File: src/hw/rtl/assert_macros.svh
// assertion macros shared by the rtl
`ifndef ASSERT_MACROS_SVH
`define ASSERT_MACROS_SVH

`ifndef NO_ASSERTIONS

// checked only outside reset
`define ASSERT_CLK(name, prop, msg) \
  name: assert property (@(posedge clk) disable iff (rst) prop) else $error(msg);

// checked at every edge, reset included
`define ASSERT_CLK_ALWAYS(name, prop, msg) \
  name: assert property (@(posedge clk) prop) else $error(msg);

`else

`define ASSERT_CLK(name, prop, msg)
`define ASSERT_CLK_ALWAYS(name, prop, msg)

`endif

`endif

File: src/hw/rtl/cfts_pkg.sv
package cfts_pkg;

  // frame layout
  localparam int PAYLOAD_BYTES = 2048;
  localparam int TIME_OFFSET   = 16;
  localparam int POS_W         = 12;

  localparam logic [POS_W-1:0] POS_PAYLOAD_END = POS_W'(PAYLOAD_BYTES);
  localparam logic [POS_W-1:0] POS_LAST        = POS_W'(PAYLOAD_BYTES + 3);
  localparam logic [POS_W-1:0] POS_TIME_FIRST  = POS_W'(TIME_OFFSET);
  localparam logic [POS_W-1:0] POS_TIME_LAST   = POS_W'(TIME_OFFSET + 5);

  // crc-32, msb first, no reflection
  localparam logic [31:0] CRC_POLY = 32'h04C11DB7;

  // gps time conversion to half milliseconds
  localparam logic [46:0] HALF_MS_PER_WEEK   = 47'd1209600000;
  localparam logic [30:0] HALF_MS_PER_SECOND = 31'd2000;

  localparam logic [15:0] SEG_MAX = 16'hFFFF;

  // one byte of crc update, eight shift steps
  function automatic logic [31:0] crc_byte(input logic [31:0] crc_in, input logic [7:0] b);
    logic [31:0] c;
    c = crc_in ^ {b, 24'h000000};
    for (int k = 0; k < 8; k++) begin
      if (c[31]) begin
        c = {c[30:0], 1'b0} ^ CRC_POLY;
      end else begin
        c = {c[30:0], 1'b0};
      end
    end
    return c;
  endfunction

endpackage

File: src/hw/rtl/cfts_time_conv.sv
module cfts_time_conv
  import cfts_pkg::*;
(
  input  logic        clk,
  input  logic [47:0] time_raw,
  output logic [46:0] time_half_ms
);

  logic [46:0] week_prod;
  logic [30:0] sec_prod;
  logic [11:0] sub_q;

  // stage 1: constant products of week and second fields
  always_ff @(posedge clk) begin
    week_prod <= 47'(time_raw[47:32]) * HALF_MS_PER_WEEK;
    sec_prod  <= 31'(time_raw[31:12]) * HALF_MS_PER_SECOND;
    sub_q     <= time_raw[11:0];
  end

  // stage 2: final sum
  always_ff @(posedge clk) begin
    time_half_ms <= week_prod + 47'(sec_prod) + 47'(sub_q);
  end

endmodule

File: src/hw/rtl/crc_checked_frame_time_segmenter_core.sv
// A result is registered as the last trailer byte of a frame is processed.
// Throughput: one byte per cycle unless a held result stalls the final byte; byte-wise
// crc update and field capture sit between the input and the state/result registers.
// The gps time conversion runs in a 2-stage constant-multiply pipeline behind the capture.
// Reset (rst, synchronous, active high) clears frame position, crc, capture and segment state.
`include "assert_macros.svh"

module crc_checked_frame_time_segmenter_core
  import cfts_pkg::*;
(
  input  logic        clk,
  input  logic        rst,
  input  logic        byte_valid,
  output logic        byte_stall,
  input  logic [7:0]  data_byte,
  output logic        result_valid,
  input  logic        result_stall,
  output logic        crc_ok,
  output logic        new_segment,
  output logic [15:0] segment_index,
  output logic [46:0] frame_time,
  output logic [31:0] computed_crc,
  output logic [31:0] received_crc
);

  logic             in_valid_q;
  logic [7:0]       in_byte_q;

  logic [POS_W-1:0] byte_position;
  logic [31:0]      crc_remainder;
  logic [31:0]      trailer_word;
  logic [47:0]      time_capture;
  logic [46:0]      previous_time;
  logic             seen_good_frame;
  logic [15:0]      segment_count;

  logic [46:0]      time_half_ms;

  logic             at_last;
  logic             in_payload;
  logic             in_time_field;
  logic             res_free;
  logic             proc;
  logic             last_go;
  logic [31:0]      crc_next;
  logic [31:0]      trailer_next;
  logic             crc_match;
  logic             earlier;
  logic             fresh;
  logic [15:0]      segment_count_next;

  // time conversion pipeline
  cfts_time_conv u_time_conv (
    .clk          (clk),
    .time_raw     (time_capture),
    .time_half_ms (time_half_ms)
  );

  // handshake: only the final byte of a frame waits on the result register
  assign at_last       = (byte_position == POS_LAST);
  assign in_payload    = (byte_position < POS_PAYLOAD_END);
  assign in_time_field = (byte_position >= POS_TIME_FIRST) && (byte_position <= POS_TIME_LAST);
  assign res_free      = !result_valid || !result_stall;
  assign proc          = in_valid_q && (!at_last || res_free);
  assign last_go       = proc && at_last;
  assign byte_stall    = in_valid_q && !proc;

  // per-byte datapath
  assign crc_next     = crc_byte(crc_remainder, in_byte_q);
  assign trailer_next = {trailer_word[23:0], in_byte_q};
  assign crc_match    = (crc_remainder == trailer_next);
  assign earlier      = (time_half_ms < previous_time);
  assign fresh        = crc_match && (!seen_good_frame || earlier);

  // segment numbering, saturating
  always_comb begin
    if (!seen_good_frame) begin
      segment_count_next = '0;
    end else if (earlier && (segment_count != SEG_MAX)) begin
      segment_count_next = segment_count + 16'd1;
    end else begin
      segment_count_next = segment_count;
    end
  end

  // input register
  always_ff @(posedge clk) begin
    if (rst) begin
      in_valid_q <= 1'b0;
    end else if (!byte_stall) begin
      in_valid_q <= byte_valid;
    end
  end

  always_ff @(posedge clk) begin
    if (byte_valid && !byte_stall) begin
      in_byte_q <= data_byte;
    end
  end

  // frame state
  always_ff @(posedge clk) begin
    if (rst) begin
      byte_position   <= '0;
      crc_remainder   <= '0;
      trailer_word    <= '0;
      time_capture    <= '0;
      previous_time   <= '0;
      seen_good_frame <= 1'b0;
      segment_count   <= '0;
    end else if (proc) begin
      if (in_payload) begin
        crc_remainder <= crc_next;
        byte_position <= byte_position + POS_W'(1);
        if (in_time_field) begin
          time_capture <= {time_capture[39:0], in_byte_q};
        end
      end else begin
        trailer_word <= trailer_next;
        if (at_last) begin
          byte_position <= '0;
          crc_remainder <= '0;
          if (crc_match) begin
            previous_time   <= time_half_ms;
            seen_good_frame <= 1'b1;
            segment_count   <= segment_count_next;
          end
        end else begin
          byte_position <= byte_position + POS_W'(1);
        end
      end
    end
  end

  // result register control
  always_ff @(posedge clk) begin
    if (rst) begin
      result_valid <= 1'b0;
    end else if (last_go) begin
      result_valid <= 1'b1;
    end else if (!result_stall) begin
      result_valid <= 1'b0;
    end
  end

  // result payload
  always_ff @(posedge clk) begin
    if (last_go) begin
      crc_ok        <= crc_match;
      new_segment   <= fresh;
      segment_index <= crc_match ? segment_count_next : 16'd0;
      frame_time    <= crc_match ? time_half_ms : 47'd0;
      computed_crc  <= crc_remainder;
      received_crc  <= trailer_next;
    end
  end

  // checks
  `ASSERT_CLK(a_result_from_last_byte, $rose(result_valid) |-> $past(last_go), "no final byte")
  `ASSERT_CLK(a_crc_clear_at_frame_start, (byte_position == '0) |-> (crc_remainder == '0), "crc")
  `ASSERT_CLK(a_new_segment_needs_good_crc, (result_valid && new_segment) |-> crc_ok, "bad crc")
  `ASSERT_CLK(a_position_in_frame, byte_position <= POS_LAST, "byte position beyond frame")

endmodule
File: config.mk
export PLATFORM = sky130hd
export DESIGN_NAME = crc_checked_frame_time_segmenter_core
export DESIGN_NICKNAME = d
export VERILOG_FILES = /design/src/hw/rtl/cfts_pkg.sv /design/src/hw/rtl/cfts_time_conv.sv /design/src/hw/rtl/crc_checked_frame_time_segmenter_core.sv
export VERILOG_INCLUDE_DIRS = /design/src /design/src/hw/rtl
export SDC_FILE = /design/constraint.sdc
export NUM_CORES = 1
export LEC_CHECK = 0
export ABC_AREA = 1
export BUFFER_PORTS_ARGS = -buffer_cell sky130_fd_sc_hd__buf_2
export CORE_AREA = 2 2 241 183
export CTS_CLUSTER_SIZE = 10
export DETAILED_ROUTE_END_ITERATION = 10
export DIE_AREA = 0 0 243 185
export PLACE_DENSITY = 0.79
export REMOVE_ABC_BUFFERS = 1
export SYNTH_ARGS = -nofsm -noshare
export SYNTH_HDL_FRONTEND = slang
export SYNTH_SLANG_ARGS = --single-unit
File: constraint.sdc
create_clock -name clk -period 11.4 [get_ports clk]
set_input_delay 1.14 -clock clk [delete_from_list [all_inputs] [get_ports clk]]
set_output_delay 1.14 -clock clk [all_outputs]
set_load 0.01 [all_outputs]
==> results summary, run 1 <==
The count of TritonRoute iterations in the first routing pass is 5. Setup repair after global routing left no endpoint under its margin. Cells with a size suffix above 1 make up 7.72% of the layout. The clock-pin slew of the registers on the worst-case setup and hold paths came out at 0.06 ns.

The die is 185 um tall. The proportion of synthesized flip-flops having asynchronous set or reset came out at 0%. Entering global routing, the biggest net connects 92 pins. The count of hold-fix buffers inserted at cts came out at 0. The leakage power total came out at 13.4 nW. After layout, the minimum clock period comes to 4.88 ns.

The slowest stage of the critical path is the fa_1 cell. The timing-limited maximum frequency came out at 0.205 GHz. For this run, the total global-route usage over all layers was measured as 27.6%. The share of cell area taken by muxes after synthesis came out at 0%.

The per-cell via count in the routed design is 5.51. The number of buffers inserted to repair setup after CTS came out at 0. After floorplanning, the core was sized to cover 42800 sq um. The die covers 45000 sq um. The switching part of the total is 24.6%.

The routed wire length came out at 62000 um. The clock arrives with 0.0202 ns of skew. The number of buffers added by the clock tree synthesis step is 50. The clock drives 441 sinks.

The global-route wire length before repair came out at 100000 um. The number of design rule violations left after detail routing is 0. The count of max-cap constraint violations is 0.

The share of the yosys chip area belonging to registers is 39.6%. In this run, distinct cell masters in the synthesized netlist total 42. The clock network power share came out at 41.7%.

The combinational family with the most area after synthesis is adder cells. The largest fanout on the critical path is 7. For this design the ratio of total power to cell area is 120 nW/um^2. The maximum ir drop on the vdd rail came out at 0.000108 V.

The average cell area after synthesis came out at 8.97 sq um. By instance count, the cell type seen most on the critical path is fa_1. The sum of routed wire segments on met1 is 29200 um. The synthesized netlist devotes 9.72% of its cell area to compound gates. The number of setup violations in the final report is 0. The number of endpoints with negative hold slack in the final report is 0. Summing the areas of all xor and xnor instances in the mapped netlist gives 6.42% of the synthesized area. The path class of the tightest hold or removal check is reg -> reg. In this run the power spent charging and discharging nets is 840 uW. The critical path data arrival time came out at 5.37 ns. The combined area of the multi-input logic cells came out at 13600 sq um. The deepest clock path buffer count came out at 3. The most frequent standard cell in the layout excluding fill and tap cells is inv_1. The number of ports placed on the die boundary came out at 143. TritonCTS built the clock tree.

After clock tree synthesis, the repair step resized 0 gates. The aggregate negative setup slack came out at 0 ns. The number of antenna violations at the first check in global routing came out at 1. The synthesis warning total is 0.

Port buffering added 142 buffers. The proportion of power drawn by flip-flops and latches is 49.2%. The clock latency of the later-clocked register in the worst-skew pair came out at 0.58 ns. The signal on the critical path passes through ha_1 -> ha_1 -> inv_1 -> fa_1 -> fa_1 -> inv_1 -> fa_1 -> fa_1 -> ha_1 -> nand2_1 -> nor2_1 -> inv_1 -> nor3_1 -> nand3_1 -> nand3_1 -> nand2_1 -> o21ai_0 -> xor2_1. The post-synthesis cell count is 2870. The floorplan has 66 rows.

The level count of the clock H-tree came out at 2. The post-synthesis register bit count is 441. The run finished with clean final reports. The number of diodes added for antenna fixing came out at 0. The floorplan step set the die width to 243 um.

The area growth from synthesis to layout is 10.2%. After detailed routing, the met3 layer carries 4900 um of wire. The max-slew violation count is 0. The master cell of the clock root buffer is clkbuf_16. The transition at the pin with the smallest max-transition slack came out at 1.21 ns. The synthesized netlist occupies a cell area of 25800 sq um.

The total global routing overflow came out at 0. The start-to-end type of the worst setup path is reg -> reg. After Yosys synthesis, and, or, nand and nor cells account for 13.9% of the synthesized area. STA classifies the critical path startpoint as a flop. The number of flops mapped to enable cells by yosys is 137. The final route contains 19900 vias.

The average wire per cell in the routed design is 17.2 um. The DRC violation total after the first TritonRoute iteration is 1829. The HPWL after detailed placement is 46500 um. The internal power consumption is 2.57 mW. The highest metal layer carrying signal wires in the routed design is met5. The final RePlAce weighted congestion is 0.945. The number of nets in the final layout is 3425. The ratio of final minimum period to clock period came out at 42.8%. Summing all flip-flop and latch instances after layout gives 10200 sq um.

Combinational cells account for 9.0% of the total power. The starting utilization of the core area came out at 60.2%. The total placed instance area came out at 27000 sq um. The worst setup path is captured at a flop. The number of filler cells placed in the layout is 3365. The worst-case headroom to the max-slew limit came out at 19.2%. The most used flip-flop cell after synthesis is dfxtp_1. In the layout the commonest cells are inv_1 (430), nand2_1 (420), dfxtp_1 (304), ha_1 (300), a21oi_1 (266). The finished layout cell area came out at 28400 sq um. The number of nets with antenna violations after routing is 0. The synthesized-area fraction occupied by adder cells is 22.9%. The biggest cell delay along the critical path came out at 0.55 ns. After detailed routing, the met2 layer carries 26600 um of wire. The via count of the first global-routing pass came to 19400. The worst path required time came out at 11.89 ns.
[flip-flops by register name (all words and copies together) (netlist names)]
register,count
computed_crc,32
in_valid_q,1
previous_time,47
crc_ok,1
byte_position,12
crc_remainder,32
result_valid,1
frame_time,47
u_time_conv.week_prod,36
u_time_conv.sec_prod,27
u_time_conv.time_half_ms,47
in_byte_q,8
u_time_conv.sub_q,12
segment_count,16
segment_index,16
received_crc,32
new_segment,1
seen_good_frame,1
time_capture,48
trailer_word,24
[kinds of logic (layout without fill, tap and decap cells)]
group                      count (synthesis)  in the layout
buffers and inverters                    503            666
adders and majority gates                407            407
DFF                                      441            441
and+or+nand+nor                          860            860
AOI/OAI and AO/OA                        478            478
xor gates and xnor gates                 181            181
[worst max-delay path, delay by kind of cell (launching register included)]
family / cells / cell delay [ns]
AO/OA/AOI/OAI: 1 / 0.11
XOR/XNOR: 1 / 0.17
adder cells (fa/ha/maj): 7 / 3.00
buffers and inverters: 3 / 0.17
flip-flops: 1 / 0.52
AND/OR/NAND/NOR: 6 / 0.82
[path summary, 6_finish.rpt]
check	end	startpoint	slack, ns	depth (start not counted)
min reg2reg	u_time_conv.time_half_ms[1]	u_time_conv.sub_q[1]	0.32	0
max	u_time_conv.week_prod[45]	time_capture[43]	6.52	18
min	u_time_conv.time_half_ms[1]	u_time_conv.sub_q[1]	0.32	0
max reg2reg	u_time_conv.week_prod[45]	time_capture[43]	6.52	18
[area by class of cell]
class / instances / share of cell area [%]
Clock buffer: 77 / 4.80
Clock inverter: 2 / 0.0750
Tap cell: 578 / 2.55
Multi-Input combinational cell: 1926 / 48.1
Timing Repair Buffer: 153 / 2.80
Inverter: 434 / 5.75
Sequential cell: 441 / 35.9
[power groups by stage]
stage | logic [mW] | clock network, mW | registers (mW)
CTS | 0.301 | 1.44 | 1.68
floorplan | 0.231 | 0 | 1.70
detailed placement | 0.292 | 0 | 1.71
global route | 0.338 | 1.50 | 1.68
global placement | 0.283 | 0 | 1.71
finish | 0.308 | 1.42 | 1.68
[through the flow]
step / utilization [%] / power (mW) / cells / hold WS, ns / setup WS [ns]
3_5_place_dp: 63.1 / 2.00 / 3532 / 0.312 / 6.59
6_report: 66.3 / 3.41 / 3611 / 0.325 / 6.52
5_1_grt: 66.3 / 3.52 / 3611 / 0.328 / 6.30
4_1_cts: 66.3 / 3.42 / 3611 / 0.325 / 6.58
2_1_floorplan: - / 1.93 / 2801 / 0.310 / 4.45
3_3_place_gp: 63.1 / 1.99 / 3532 / 0.314 / 6.73
[synth_stat cells, types with 2 or more instances]
library cell / count / area (sq um)
xor2_1: 105 / 920
inv_1: 432 / 1620
a31oi_1: 5 / 31.3
o21bai_1: 6 / 45.0
a21o_1: 11 / 82.6
xor2_4: 2 / 55.1
o21a_1: 4 / 30.0
xnor2_2: 2 / 32.5
edfxtp_1: 137 / 4110
buf_1: 5 / 18.8
nand2_1: 422 / 1580
nand3b_1: 3 / 22.5
a21oi_1: 266 / 1330
o21ai_0: 167 / 836
xor2_2: 2 / 32.5
ha_1: 300 / 3750
xnor2_1: 70 / 613
and3_1: 3 / 18.8
clkbuf_1: 53 / 199
a21boi_0: 3 / 22.5
nor3_1: 28 / 140
buf_6: 2 / 22.5
nand3_1: 105 / 526
nand4_1: 46 / 288
nor2_1: 233 / 875
or2_2: 14 / 87.6
buf_2: 8 / 40.0
a211oi_1: 10 / 75.1
dfxtp_1: 304 / 6090
nor4_1: 3 / 18.8
o211a_1: 2 / 20.0
fa_1: 107 / 2140
[per-layer routing]
| layer | GRT usage (%) | vias up |
|---|---|---|
| li1 | - | 9643 |
| met3 | 5.38 | 101 |
| met1 | 40.3 | 9432 |
| met4 | 6.67 | 2 |
| met2 | 42.3 | 728 |
| met5 | 0 | - |
No activity file was read; power rests on OpenSTA's default activity.
==> inputs of run 2 (changes only) <==
==> constraint.sdc (replaced) <==
create_clock -name clk -period 5 [get_ports clk]
set_input_delay 0.5 -clock clk [delete_from_list [all_inputs] [get_ports clk]]
set_output_delay 0.5 -clock clk [all_outputs]
set_load 0.01 [all_outputs]
==> results summary, run 2 (synthesized netlist as in run 1, its figures left out) <==
The critical path data arrival time is 5.19 ns. The x dimension of the die is 243 um. The initial utilization of the core area, before any placement, comes to 60.2%. The total placed instance area came out at 27100 sq um. TritonCTS built the clock tree. The global-route wire length before repair is 100000 um. The flow ran to the end, and the final reports show no timing, DRC or antenna violations. In this run the vertical extent of the chip is 185 um. The number of flip-flops in the largest register came out at 48. The start-to-end type of the worst setup path is reg -> reg. Setup repair after global routing left no endpoint under its margin. The per-cell via count in the routed design is 5.49. For this design, the CTS-stage hold fixing added 0 buffers. At the pin with the least slew margin, the transition time is 1.19 ns. The count of max-cap constraint violations came out at 0. Traced cell by cell, the critical path runs through ha_1 -> ha_1 -> inv_1 -> fa_1 -> fa_1 -> inv_1 -> fa_1 -> fa_1 -> ha_1 -> nand2_1 -> nor2_1 -> inv_1 -> nor3_1 -> nand3_1 -> nand3_1 -> nand2_1 -> o21ai_0 -> xor2_1. For this design the static power due to leakage is 13.5 nW.

The clock-pin slew of the registers on the worst-case setup and hold paths came out at 0.06 ns. Ranked by flip-flop count, first place goes to time_capture. The area of the core is 42800 sq um. The routed design uses 4470 um of met3 wire. The number of nets in the final layout came out at 3435. The overall die area is 45000 sq um. Detailed routing placed a total of 27100 um of wire on met2.

The timing-limited maximum frequency is 0.213 GHz. The clock reaches the later pin of the worst-skew pair after 0.57 ns. Setup violations remaining at the end of the flow were counted as 0. The routed layout has 19900 vias. The detailed placer's ending HPWL came out at 47100 um. The finished layout cell area is 28600 sq um. The maximum ir drop on the vdd rail came out at 0.000235 V.

The ratio of total power to cell area came out at 278 nW/um^2. The total global routing overflow came out at 0. The number of ports placed on the die boundary came out at 143. Hold timing on the final database bottoms out at a slack of 0.102 ns.

The cell seen most often among critical-path stages is fa_1. The number of antenna violations at the first check in global routing is 0. The max-slew violation count came out at 0.

The count of nets left with antenna violations once routing finished came out at 0. The maximum number of pins on one net before global-route repair is 130. The initialized floorplan defines 66 standard-cell rows.

The area growth from synthesis to layout is 11.0%. The number of design rule violations left after detail routing is 0. The library cells used most frequently in the layout, excluding fill and tap cells, are inv_1 (430), nand2_1 (420), dfxtp_1 (302), ha_1 (300), a21oi_1 (266). The number of filler cells placed in the layout came out at 3408. The via count of the first global-routing pass is 19400. The routed wire length is 62600 um. The number of buffers added by the clock tree synthesis step came out at 51. The ratio of final minimum period to clock period is 94.0%. The deepest clock path buffer count came out at 3. The first TritonRoute pass finished after 6 iterations.

The number of endpoints with negative hold slack in the final report came to 0. For the worst setup path, the data required time is 5.49 ns. Signal routing reaches up to met4. The most frequent standard cell in the layout excluding fill and tap cells is inv_1.

The level count of the clock H-tree is 2. The kind of capture point of the worst setup path is a flop. In this run the tightest slew margin relative to its limit is 20.4%. The average wire per cell in the routed design came out at 17.3 um. The tree is rooted in a clkbuf_16. The total number of clock tree sinks is 441.

The combined global-route utilization of all metal layers is 27.8%. At the end of routability-driven placement, the weighted congestion stood at 0.912. The first routing iteration left 1683 violations.

The share of final-layout standard cells stronger than drive strength 1 came out at 8.20%. The smallest clock period supported by the final layout is computed as 4.70 ns. The sum of routed wire segments on met1 is 29800 um.

The total instance count after detailed placement is 3541. After the flow finishes, the layout carries non-filler instances totaling 3626. The path class of the tightest hold or removal check is in -> reg. The clock skew after layout came out at 0.0176 ns. In this run the tool buffered the top-level ports with 142 buffer cells. The largest fanout on the critical path is 7.

The standard cell with the maximum stage delay on the critical path is fa_1. STA classifies the critical path startpoint as a flop. 0 antenna diodes ended up in the layout. The biggest cell delay along the critical path came out at 0.59 ns.
run 2: layer usage:
layer,vias up,track usage (%)
li1,9666,-
met1,9452,41.3
met2,689,42.7
met3,83,4.42
met4,0,6.26
met5,-,0
run 2: final cells by class:
| type | count | area, sq um | area share, % |
|---|---|---|---|
| Clock buffer | 81 | 1430 | 5.00 |
| Clock inverter | 4 | 70.1 | 0.245 |
| Inverter | 434 | 1630 | 5.71 |
| Multi-Input combinational cell | 1926 | 13600 | 47.7 |
| Sequential cell | 441 | 10200 | 35.7 |
| Tap cell | 578 | 723 | 2.53 |
| Timing Repair Buffer | 162 | 873 | 3.06 |
run 2: what timing repair did:
item	CTS	global route
buffers inserted	0	0
endpoints found under the setup margin	0	2
resized for setup	0	2
run 2: through the flow:
step	TNS (ns)	utilization [%]	setup slack, ns	power (mW)
finish	0	66.8	0.302	7.93
global route	0	66.8	0.0518	8.17
CTS	0	66.8	0.189	7.95
detailed placement	0	63.3	0.256	4.56
global placement	0	63.3	0.285	4.54
floorplan	-83.86	-	-1.41	4.39
run 2: path summary, 6_finish.rpt:
path / startpoint / endpoint / slack (ns) / depth (start not counted)
max: time_capture[43] / u_time_conv.week_prod[45] / 0.30 / 18
max reg2reg: time_capture[43] / u_time_conv.week_prod[45] / 0.30 / 18
min reg2reg: u_time_conv.sub_q[2] / u_time_conv.time_half_ms[2] / 0.32 / 0
min: data_byte[0] / in_byte_q[0] / 0.10 / 1
run 2: critical path, delay by kind of cell (launching register included):
family          cells  cell delay [ns]
compound gates      1             0.09
xor+xnor            1             0.19
fa+ha+maj           7             2.98
buf+inv             3             0.18
flops               1             0.43
simple gates        6             0.76
run 2: power by group:
group / internal, mW / switching [mW]
sequential: 3.74 / 0.0912
combinational: 0.274 / 0.411
clock: 1.99 / 1.43
total: 6.01 / 1.93
